File: config.mk
export PLATFORM = sky130hd
export DESIGN_NAME = hex_color_line_parser_flat
export DESIGN_NICKNAME = d
export VERILOG_FILES = /design/src/design/hclp_pkg.sv /design/src/design/hclp_in_if.sv /design/src/design/hclp_out_if.sv /design/src/design/hex_color_line_parser.sv /design/src/flat_wrapper.sv
export SDC_FILE = /design/constraint.sdc
export NUM_CORES = 1
export LEC_CHECK = 0
export ABC_AREA = 1
export BUFFER_PORTS_ARGS = -buffer_cell sky130_fd_sc_hd__buf_2
export CORE_ASPECT_RATIO = 1.2
export CORE_MARGIN = 2
export CORE_UTILIZATION = 45
export DETAILED_ROUTE_END_ITERATION = 8
export GPL_TIMING_DRIVEN = 0
export PLACE_DENSITY = 0.62
export SYNTH_ARGS = -nofsm -noshare
export SYNTH_HDL_FRONTEND = slang
export SYNTH_SLANG_ARGS = --single-unit
File: constraint.sdc
create_clock -name clk -period 2.5 [get_ports clk]
set_input_delay 0.125 -clock clk [delete_from_list [all_inputs] [get_ports clk]]
set_output_delay 0.125 -clock clk [all_outputs]
set_load 0.05 [all_outputs]
File: src/design/hclp_pkg.sv
`timescale 1ns / 1ps
`default_nettype none
// ----------------------------------------------------------------------------
// hclp_pkg: shared constants and helpers of the hex colour line parser
// Character codes, line buffer sizes and hex digit decoding.
// ----------------------------------------------------------------------------
package hclp_pkg;

	localparam int LINE_CAPACITY = 64;
	localparam int KEPT_CHARS    = 7;
	localparam int CNT_W         = $clog2(LINE_CAPACITY + 1);
	localparam int KEPT_IDX_W    = $clog2(KEPT_CHARS);
	localparam int REM_W         = 2;

	localparam logic [7:0] ASCII_BS    = 8'd8;
	localparam logic [7:0] ASCII_LF    = 8'd10;
	localparam logic [7:0] ASCII_CR    = 8'd13;
	localparam logic [7:0] ASCII_SPACE = 8'd32;
	localparam logic [7:0] ASCII_HASH  = 8'd35;
	localparam logic [7:0] ASCII_DASH  = 8'd45;
	localparam logic [7:0] ASCII_DEL   = 8'd127;
	localparam logic [7:0] ASCII_0     = 8'd48;
	localparam logic [7:0] ASCII_9     = 8'd57;
	localparam logic [7:0] ASCII_LC_A  = 8'd97;
	localparam logic [7:0] ASCII_LC_F  = 8'd102;
	localparam logic [7:0] CASE_BIT    = 8'd32;

	function automatic logic is_digit(input logic [7:0] c);
		return (c >= ASCII_0) && (c <= ASCII_9);
	endfunction

	function automatic logic is_hex(input logic [7:0] c);
		logic [7:0] low;
		low = c | CASE_BIT;
		return is_digit(c) || ((low >= ASCII_LC_A) && (low <= ASCII_LC_F));
	endfunction

	// letters a..f and A..F have low nibbles 1..6
	function automatic logic [3:0] hex_nib(input logic [7:0] c);
		logic [3:0] v;
		if (is_digit(c)) begin
			v = c[3:0];
		end else begin
			v = c[3:0] + 4'd9;
		end
		return v;
	endfunction

	function automatic logic [7:0] pair_val(input logic [7:0] hi, input logic [7:0] lo);
		return {hex_nib(hi), hex_nib(lo)};
	endfunction

endpackage : hclp_pkg
`default_nettype wire

File: src/design/hclp_in_if.sv
`timescale 1ns / 1ps
`default_nettype none
// ----------------------------------------------------------------------------
// hclp_in_if: received byte channel
// Valid/ready channel carrying one received serial character per beat.
// ----------------------------------------------------------------------------
interface hclp_in_if;
	logic       valid;
	logic       ready;
	logic [7:0] rx_byte;

	modport source (output valid, output rx_byte, input ready);
	modport sink   (input valid, input rx_byte, output ready);
endinterface : hclp_in_if
`default_nettype wire

File: src/design/hclp_out_if.sv
`timescale 1ns / 1ps
`default_nettype none
// ----------------------------------------------------------------------------
// hclp_out_if: transmit byte channel
// Valid/ready channel carrying one byte to send plus held colour per beat.
// ----------------------------------------------------------------------------
interface hclp_out_if;
	logic       valid;
	logic       ready;
	logic [7:0] tx_byte;
	logic       color_changed;
	logic [7:0] red;
	logic [7:0] green;
	logic [7:0] blue;
	logic       last;

	modport source (output valid, output tx_byte, output color_changed, output red,
		output green, output blue, output last, input ready);
	modport sink   (input valid, input tx_byte, input color_changed, input red,
		input green, input blue, input last, output ready);
endinterface : hclp_out_if
`default_nettype wire

File: src/design/hex_color_line_parser.sv
`timescale 1ns / 1ps
`default_nettype none
// ----------------------------------------------------------------------------
// hex_color_line_parser: serial line editor that sets a held RGB colour
// Echoes received bytes, handles backspace and line ends, and takes
// "#rrggbb" lines as the new colour.
// ----------------------------------------------------------------------------
// A received byte is registered, then handled combinationally; its result beats
// leave through a single output register, one beat per cycle unless tx.ready
// stalls them. A byte yields k beats (echo 1, line end 2, backspace 3) or
// none; the next byte is taken while the last beat of the previous one
// still waits in the output register. Each beat carries the held colour
// after its byte was handled; last marks the final beat of a byte.
// ----------------------------------------------------------------------------
module hex_color_line_parser
	import hclp_pkg::*;
(
	input  wire logic  clk,
	input  wire logic  arst_n,
	hclp_in_if.sink    rx,
	hclp_out_if.source tx
);

	// input stage
	logic       valid_s1;
	logic [7:0] rx_byte_s1;

	// state
	logic [CNT_W-1:0] char_count_q;
	logic [7:0]       line_q [KEPT_CHARS];
	logic [7:0]       red_q, green_q, blue_q;

	// output head and the beats queued behind it
	logic             out_valid_q;
	logic [7:0]       out_tx_q;
	logic             out_chg_q;
	logic [7:0]       out_red_q, out_green_q, out_blue_q;
	logic             out_last_q;
	logic [REM_W-1:0] rem_cnt_q;
	logic [7:0]       rem_tx_q [2];

	logic out_free;
	logic take_s1;

	// item decode
	logic             is_end, is_bs, color_ok, store_char;
	logic             item_has;
	logic [7:0]       item_tx;
	logic             item_chg, item_last;
	logic [REM_W-1:0] item_rem_cnt;
	logic [7:0]       item_rem0, item_rem1;
	logic [CNT_W-1:0] count_nx;
	logic [7:0]       red_nx, green_nx, blue_nx;
	logic             hex_all;

	assign out_free = !out_valid_q || tx.ready;
	assign take_s1  = valid_s1 && out_free && (rem_cnt_q == '0);
	assign rx.ready = !valid_s1 || take_s1;

	always_comb begin
		hex_all = 1'b1;
		for (int i = 1; i < KEPT_CHARS; i++) begin
			hex_all = hex_all && is_hex(line_q[i]);
		end
	end

	always_comb begin
		is_end = (rx_byte_s1 == ASCII_LF) || (rx_byte_s1 == ASCII_CR)
			|| ((char_count_q == CNT_W'(KEPT_CHARS)) && (rx_byte_s1 == ASCII_DASH));
		is_bs    = (rx_byte_s1 == ASCII_BS) || (rx_byte_s1 == ASCII_DEL);
		color_ok = (char_count_q == CNT_W'(KEPT_CHARS)) && (line_q[0] == ASCII_HASH) && hex_all;

		item_has     = 1'b0;
		item_tx      = rx_byte_s1;
		item_chg     = 1'b0;
		item_last    = 1'b0;
		item_rem_cnt = '0;
		item_rem0    = ASCII_SPACE;
		item_rem1    = ASCII_BS;
		count_nx     = char_count_q;
		red_nx       = red_q;
		green_nx     = green_q;
		blue_nx      = blue_q;
		store_char   = 1'b0;

		priority if (is_end) begin
			item_has     = 1'b1;
			item_tx      = ASCII_CR;
			item_chg     = color_ok;
			item_rem_cnt = REM_W'(1);
			item_rem0    = ASCII_LF;
			count_nx     = '0;
			if (color_ok) begin
				red_nx   = pair_val(line_q[1], line_q[2]);
				green_nx = pair_val(line_q[3], line_q[4]);
				blue_nx  = pair_val(line_q[5], line_q[6]);
			end
		end else if (is_bs) begin
			if (char_count_q != '0) begin
				item_has     = 1'b1;
				item_tx      = ASCII_BS;
				item_rem_cnt = REM_W'(2);
				count_nx     = char_count_q - CNT_W'(1);
			end
		end else if (char_count_q < CNT_W'(LINE_CAPACITY)) begin
			item_has   = 1'b1;
			item_last  = 1'b1;
			store_char = char_count_q < CNT_W'(KEPT_CHARS);
			count_nx   = char_count_q + CNT_W'(1);
		end else begin
			item_has = 1'b0;
		end
	end

	// control
	always_ff @(posedge clk or negedge arst_n) begin
		if (!arst_n) begin
			valid_s1     <= 1'b0;
			char_count_q <= '0;
			red_q        <= '0;
			green_q      <= '0;
			blue_q       <= '0;
			out_valid_q  <= 1'b0;
			rem_cnt_q    <= '0;
		end else begin
			if (rx.ready) begin
				valid_s1 <= rx.valid;
			end
			if (out_free) begin
				if (rem_cnt_q != '0) begin
					out_valid_q <= 1'b1;
					rem_cnt_q   <= rem_cnt_q - REM_W'(1);
				end else if (take_s1) begin
					out_valid_q <= item_has;
					rem_cnt_q   <= item_rem_cnt;
				end else begin
					out_valid_q <= 1'b0;
				end
			end
			if (take_s1) begin
				char_count_q <= count_nx;
				red_q        <= red_nx;
				green_q      <= green_nx;
				blue_q       <= blue_nx;
			end
		end
	end

	// payload
	always_ff @(posedge clk) begin
		if (rx.ready && rx.valid) begin
			rx_byte_s1 <= rx.rx_byte;
		end
		if (take_s1 && store_char) begin
			line_q[char_count_q[KEPT_IDX_W-1:0]] <= rx_byte_s1;
		end
		if (out_free) begin
			if (rem_cnt_q != '0) begin
				out_tx_q    <= rem_tx_q[0];
				out_chg_q   <= 1'b0;
				out_last_q  <= (rem_cnt_q == REM_W'(1));
				out_red_q   <= red_q;
				out_green_q <= green_q;
				out_blue_q  <= blue_q;
				rem_tx_q[0] <= rem_tx_q[1];
			end else if (take_s1) begin
				out_tx_q    <= item_tx;
				out_chg_q   <= item_chg;
				out_last_q  <= item_last;
				out_red_q   <= red_nx;
				out_green_q <= green_nx;
				out_blue_q  <= blue_nx;
				rem_tx_q[0] <= item_rem0;
				rem_tx_q[1] <= item_rem1;
			end
		end
	end

	assign tx.valid         = out_valid_q;
	assign tx.tx_byte       = out_tx_q;
	assign tx.color_changed = out_chg_q;
	assign tx.red           = out_red_q;
	assign tx.green         = out_green_q;
	assign tx.blue          = out_blue_q;
	assign tx.last          = out_last_q;

	// queued beats always sit behind a valid head
	assert property (@(posedge clk) disable iff (!arst_n)
		(rem_cnt_q != '0) |-> out_valid_q)
		else $error("queued beats without output head");

	assert property (@(posedge clk) disable iff (!arst_n)
		char_count_q <= CNT_W'(LINE_CAPACITY))
		else $error("line count beyond capacity");

	// beats of one byte go out without a gap
	assert property (@(posedge clk) disable iff (!arst_n)
		(out_valid_q && tx.ready && !out_last_q) |=> out_valid_q)
		else $error("gap inside a byte's result beats");

	assert property (@(posedge clk) disable iff (!arst_n)
		(out_valid_q && out_chg_q) |-> (out_tx_q == ASCII_CR))
		else $error("colour change flagged off a line end");

	// no new byte handled while beats are still queued
	assert property (@(posedge clk) disable iff (!arst_n)
		(rem_cnt_q != '0) |-> !take_s1)
		else $error("byte handled with beats still queued");

endmodule : hex_color_line_parser
`default_nettype wire

File: src/flat_wrapper.sv
// flat-port wrapper written by rule: the top's interface ports become plain ports
module hex_color_line_parser_flat import hclp_pkg::*;
  (clk, arst_n, rx_valid, rx_rx_byte, rx_ready, tx_valid, tx_tx_byte, tx_color_changed, tx_red, tx_green, tx_blue, tx_last, tx_ready);
  hclp_in_if rx_i ();
  hclp_out_if tx_i ();
  input  wire logic clk;
  input  wire logic arst_n;
  input wire logic [$bits(rx_i.valid)-1:0] rx_valid;
  input wire logic [$bits(rx_i.rx_byte)-1:0] rx_rx_byte;
  output wire logic [$bits(rx_i.ready)-1:0] rx_ready;
  output wire logic [$bits(tx_i.valid)-1:0] tx_valid;
  output wire logic [$bits(tx_i.tx_byte)-1:0] tx_tx_byte;
  output wire logic [$bits(tx_i.color_changed)-1:0] tx_color_changed;
  output wire logic [$bits(tx_i.red)-1:0] tx_red;
  output wire logic [$bits(tx_i.green)-1:0] tx_green;
  output wire logic [$bits(tx_i.blue)-1:0] tx_blue;
  output wire logic [$bits(tx_i.last)-1:0] tx_last;
  input wire logic [$bits(tx_i.ready)-1:0] tx_ready;
  assign rx_i.valid = rx_valid;
  assign rx_i.rx_byte = rx_rx_byte;
  assign rx_ready = rx_i.ready;
  assign tx_valid = tx_i.valid;
  assign tx_tx_byte = tx_i.tx_byte;
  assign tx_color_changed = tx_i.color_changed;
  assign tx_red = tx_i.red;
  assign tx_green = tx_i.green;
  assign tx_blue = tx_i.blue;
  assign tx_last = tx_i.last;
  assign tx_i.ready = tx_ready;
  hex_color_line_parser u_core (.clk(clk), .arst_n(arst_n), .rx(rx_i), .tx(tx_i));
endmodule
==> results of run 1 <==
## through the flow
step                      cell area, um2  total power, mW
after floorplan                     6820             4.10
after global placement              7310             4.44
after detailed placement            7310             4.48
after CTS                           7990             6.80
after global routing                8150             7.18
final                               8150             6.83
## cell usage in the layout, fill, tap and decap left out, types with 3 or more instances in the layout
master,netlist,final
dlygate4sd3_1,0,10
clkinv_1,1,3
nand2_2,10,10
nand3b_1,9,9
clkinv_4,0,4
buf_2,13,60
a21oi_1,8,8
nand2_1,214,213
clkinv_2,0,4
nand4_1,54,54
buf_4,2,18
nor2_1,42,35
buf_8,3,3
edfxtp_1,101,101
o21ai_1,7,7
nor3_2,3,3
xnor2_1,3,3
ha_1,31,31
nor2_2,2,3
nor3_1,4,4
xor2_1,10,10
o21ai_0,20,20
clkbuf_16,0,17
inv_1,60,60
nor2_4,2,8
inv_2,10,10
dfrtp_1,35,35
nand3_1,37,37
## state kept, by name, indices dropped and copies added, names as in the netlist
name / cells
u_core.tx.valid: 1
u_core.rem_cnt_q: 2
u_core.blue_q: 8
u_core.green_q: 8
u_core.tx.blue: 8
u_core.rx_byte_s1: 8
u_core.tx.red: 8
u_core.char_count_q: 7
u_core.tx.green: 8
u_core.tx.tx_byte: 8
u_core.valid_s1: 1
u_core.red_q: 8
u_core.tx.color_changed: 1
u_core.line_q: 56
u_core.rem_tx_q: 3
u_core.tx.last: 1
## area by class of cell
cell class              instances  area share
repair buffers                 74      0.0592
well taps                     204      0.0313
multi-input cells             467       0.315
clock buffers                  17      0.0522
plain buffers                  19      0.0167
flip-flops and latches        136       0.480
inverters                      71      0.0327
clock inverters                13      0.0134
## worst max path at each step
| stage | start | end | slack, ns | depth (start not counted) |
|---|---|---|---|---|
| finish | u_core.rem_cnt_q[1] | u_core.line_q[4][7] | 0.20 | 7 |
| global route | u_core.rx_byte_s1[6] | u_core.char_count_q[6] | -0.02 | 14 |
| CTS | u_core.rx_byte_s1[1] | u_core.line_q[4][0] | 0.005 | 8 |
| detailed placement | u_core.rx_byte_s1[0] | u_core.line_q[4][0] | -0.19 | 8 |
| global placement | u_core.rx_byte_s1[3] | u_core.line_q[4][0] | -0.1 | 7 |
| floorplan | u_core.rx_byte_s1[0] | u_core.char_count_q[6] | 0.47 | 14 |
## where the power goes
group          switching (mW)  total, mW  internal [mW]
logic                    1.17       1.59          0.423
registers               0.170       2.97           2.80
clock network           0.923       2.27           1.35
total                    2.26       6.83           4.57
## timing repair
| action | 4_1_cts | 5_1_grt |
|---|---|---|
| endpoints found under the hold margin | 44 | 0 |
| buffers inserted | 4 | 12 |
| hold buffers | 10 | 0 |
| setup endpoints to repair | 50 | 63 |
| resized for setup | 6 | 9 |
## critical path: cells and delay by family, from the launching register on
family	cells	cell delay [ns]
AND/OR/NAND/NOR	6	1.41
flip-flops	1	0.38
buffers and inverters	1	0.18
## routing by layer
layer	vias up	track usage	part of all wire	wire, um
met4	0	0.0695	0.021	298
met3	21	0.0389	0.032	450
met5	-	0	0	0
met1	2328	0.214	0.41	5780
met2	93	0.327	0.53	7430
li1	2534	-	-	-
## logic make-up (layout without fill, tap and decap cells)
group | after synthesis | after routing | synth area share
xor gates and xnor gates | 13 | 13 | 0.0167
AOI/OAI and AO/OA | 39 | 39 | 0.0299
and+or+nand+nor | 383 | 383 | 0.262
DFF | 136 | 136 | 0.573
adders and majority gates | 32 | 32 | 0.0598
buffers and inverters | 90 | 194 | 0.0590
==> flow_summary.ini, run 1 <==
[synth]
ys_seq_area_frac = 0.573
synth_edf_count = 101
ys_types = 33
synthCells = 693
synth-seq-cells = 136
syn_area_mm2 = 0.00682
synth_area_per_cell_um2 = 9.85
synth_area_leader_cell = edfxtp_1
ys.flop_type = edfxtp_1
yosys_warnings = 0
syn_nets = 737
post-synth-top-count-cell = nand2_1
async_flop_share = 0.257
synth_top_cells_by_count = 214 x nand2_1, 101 x edfxtp_1, 60 x inv_1
synth_top_area_share = 0.444
synth_area_leaders = edfxtp_1 44%, dfrtp_1 13%, nand2_1 12%

[die]
core_area_mm2 = 0.0149
num_io_pins = 48
initial_utilization = 0.458
die_w_um = 116
die-area_mm2 = 0.0162
rows = 49
die_h_um = 139

[cells_and_area]
multi_input_area_mm2 = 0.00257
instances_no_fill = 1001
syn_to_final_growth_pct = 19.5
finalNetCount = 830
drive_gt1_frac = 0.189
n_antenna_cell = 0
fillers = 1337
seqCellArea_mm2 = 0.00391
finalCoreUtilization = 0.547

[hold_path]
hold_path_depth = 4
min_to = u_core.tx.valid
worstHoldStart = tx_ready
hold_class = in2reg

[worst_setup_path]
crit_fanout = 10
rrSetupSlack_ns = 0.20
cpMostUsedCell = nor2_2
path_cells = or2_1, buf_2, nor2_2, nand2_1, nor2_2, nand3_1, nor2_4
cp.arrival_ns = 2.40
r2r_end = u_core.line_q[4][7]
critical-path-max-stage-delay_ns = 0.38
cp_data_required_time_ns = 2.60
critPathLaunchType = flip-flop
reg2regPathDepth = 7
critPathCaptureType = flip-flop
cp_slowest_cell = dfrtp_1
crit_type = reg2reg
r2r_start = u_core.rem_cnt_q[1]

[timing]
final-max-slew-violation-count = 0
setup_tns_ns = 0
fin_crit_sh = 0.921
setup_viol = 0
slew_headroom = 0.418
period_needed_ns = 2.30
max_freq_mhz = 434
fin_ws_ns = 0.196
whs_ns = 0.0614
max_slew.worst_pin.slew_ns = 0.873
skew_ns = 0.00854
hold_viol_final = 0

[clock_tree]
clock_sinks = 136
path_clk_slew_ns = 0.06
clockBufferDepth = 2
clock_latency_ns = 0.42
cts.htree.levels = 4
cts_buffers = 17
cts_tree = done
clockRootBuffer = clkbuf_16

[drt]
drt-total-wl_mm = 14.0
via_per_inst = 4.97
ant_nets = 0
route.detailed.drc = 0
first_iter_violations = 232
wl_per_cell_um = 13.9
first_pass_iters = 8
vias = 4976

[placement]
dp_cells = 944
numPortBuffers = 47
hpwl_mm = 9.93
gp_congestion = 0.870
pre_cts_ws_ns = -0.189

[outcome]
status = finished, final reports clean

[grt]
grt_usage = 0.184
antenna_found_initial = 0
grt_max_degree = 36
grt-ovfl-total = 0
grt_pass1_wl_mm = 22.9
grt_pass1_vias = 4769

[power]
power_density_mw_per_mm2 = 838
power_leakage_nw = 3.81
vdd_drop_max_mv = 0.416

[run]
maxCapViolCount = 0
Power figures use the tool's default switching activity.
==> run 2, diff against run 1 <==
==> constraint.sdc (replaced) <==
create_clock -name clk -period 2.5 [get_ports clk]
set_input_delay 0.5 -clock clk [delete_from_list [all_inputs] [get_ports clk]]
set_output_delay 0.5 -clock clk [all_outputs]
set_load 0.05 [all_outputs]
==> flow_summary.ini, run 2 (same netlist as run 1, synthesis figures left out) <==
[cells_and_area]
finalNetCount = 820
n_antenna_cell = 0
syn_to_final_growth_pct = 18.0
drive_gt1_frac = 0.192
layout_common_cells = 213 x nand2_1, 101 x edfxtp_1, 60 x inv_1, 60 x buf_2, 54 x nand4_1
final_common_cell = nand2_1
largest_reg_flops = 56
fillers = 1345

[drt]
first_pass_iters = 7
vias = 4914
first_iter_violations = 243
route.detailed.drc = 0
drt-total-wl_mm = 13.9
via_per_inst = 4.96
wl_per_cell_um = 14.0
ant_nets = 0

[die]
die_h_um = 139
rows = 49
num_io_pins = 48
die-area_mm2 = 0.0162
core_area_mm2 = 0.0149
die_w_um = 116
initial_utilization = 0.458

[grt]
grt_pass1_wl_mm = 22.9
grt_max_degree = 36
grt_usage = 0.183
grt-ovfl-total = 0
grt_pass1_vias = 4753
antenna_found_initial = 0

[worst_setup_path]
crit_fanout = 10
critPathLaunchType = flip-flop
reg2regPathDepth = 7
r2r_end = u_core.line_q[4][7]
crit_type = reg2out
startpoint = u_core.rem_cnt_q[1]
critPathCaptureType = output pin
cp.arrival_ns = 1.89
cp_data_required_time_ns = 2.00
worstSetupEndpoint = rx_ready
rrSetupSlack_ns = 0.20
r2r_start = u_core.rem_cnt_q[1]

[timing]
max_freq_mhz = 419
hold_viol_final = 0
slew_headroom = 0.427
setup_viol = 0
whs_ns = 0.190
fin_crit_sh = 0.954
skew_ns = 0.00962
period_needed_ns = 2.39
final-max-slew-violation-count = 0
max_slew.worst_pin.slew_ns = 0.860

[power]
power_leakage_nw = 3.77
vdd_drop_max_mv = 0.413
power_density_mw_per_mm2 = 846
p_total_mw = 6.82

[clock_tree]
cts.htree.levels = 4
cts_buffers = 17
cts_tree = done
clockBufferDepth = 2
path_clk_slew_ns = 0.06
clock_sinks = 136
clock_latency_ns = 0.42
clockRootBuffer = clkbuf_16
postCtsHoldBufs = 0

[placement]
numPortBuffers = 47
gp_congestion = 0.870
hpwl_mm = 9.93

[hold_path]
hold_class = in2async

[run]
maxCapViolCount = 0

[outcome]
status = finished, final reports clean
run 2: changes by cell type in the layout (fill, tap and decap cells not counted):
cell,delta
dlygate4sd3_1,-10
run 2: worst min-delay path by stage:
stage	from	to	slack, ns	depth (start not counted)
2_1_floorplan	arst_n	u_core.blue_q[0]	0.20	0
3_3_place_gp	u_core.green_q[0]	u_core.green_q[0]	0.45	2
3_5_place_dp	u_core.green_q[5]	u_core.green_q[5]	0.46	2
4_1_cts	arst_n	u_core.tx.valid	0.21	1
5_1_grt	arst_n	u_core.tx.valid	0.24	1
6_report	arst_n	u_core.rem_cnt_q[0]	0.19	1
run 2: per-layer routing:
metal | vias up | global-route usage | part of all wire
met3 | 22 | 0.0389 | 0.032
li1 | 2514 | - | -
met1 | 2285 | 0.213 | 0.41
met5 | - | 0 | 0
met4 | 0 | 0.0695 | 0.023
met2 | 93 | 0.326 | 0.53
run 2: through the flow:
stage | cells | utilization | TNS (ns) | setup slack (ns) | area (um2)
after detailed placement | 944 | 0.491 | -4.77 | -0.189 | 7310
after global routing | 991 | 0.540 | -0.0243 | -0.0243 | 8050
after global placement | 944 | 0.491 | -2.18 | -0.0997 | 7310
after floorplan | 693 | - | 0 | 0.471 | 6820
after CTS | 978 | 0.530 | 0 | 0.00459 | 7890
final | 991 | 0.540 | 0 | 0.114 | 8050
run 2: layout make-up:
type,instances,area [um2],share of cell area
buffer,19,136,0.0169
clock buffer,17,425,0.0528
clock inverter,13,109,0.0135
inverter,71,267,0.0331
multi-input combinational,467,2570,0.319
sequential,136,3910,0.485
tap,204,255,0.0317
timing repair buffer,64,383,0.0476
run 2: repair_timing:
| action | 4_1_cts | 5_1_grt |
|---|---|---|
| buffers inserted | 4 | 12 |
| setup endpoints to repair | 50 | 63 |
| gates resized for setup | 6 | 9 |
| pin swaps | 0 | 0 |
run 2: worst max-delay path, stage by stage, from the launching register on:
cell and delay, ns:
dfrtp_1 0.38, or2_1 0.22, buf_2 0.18, nor2_2 0.11
nand2_1 0.17, nand2_1 0.13, buf_2 0.27
run 2: report_power, final:
group          switching, mW  total (mW)  internal (mW)
sequential             0.169        2.97           2.80
clock                  0.924        2.27           1.35
combinational           1.17        1.58          0.413
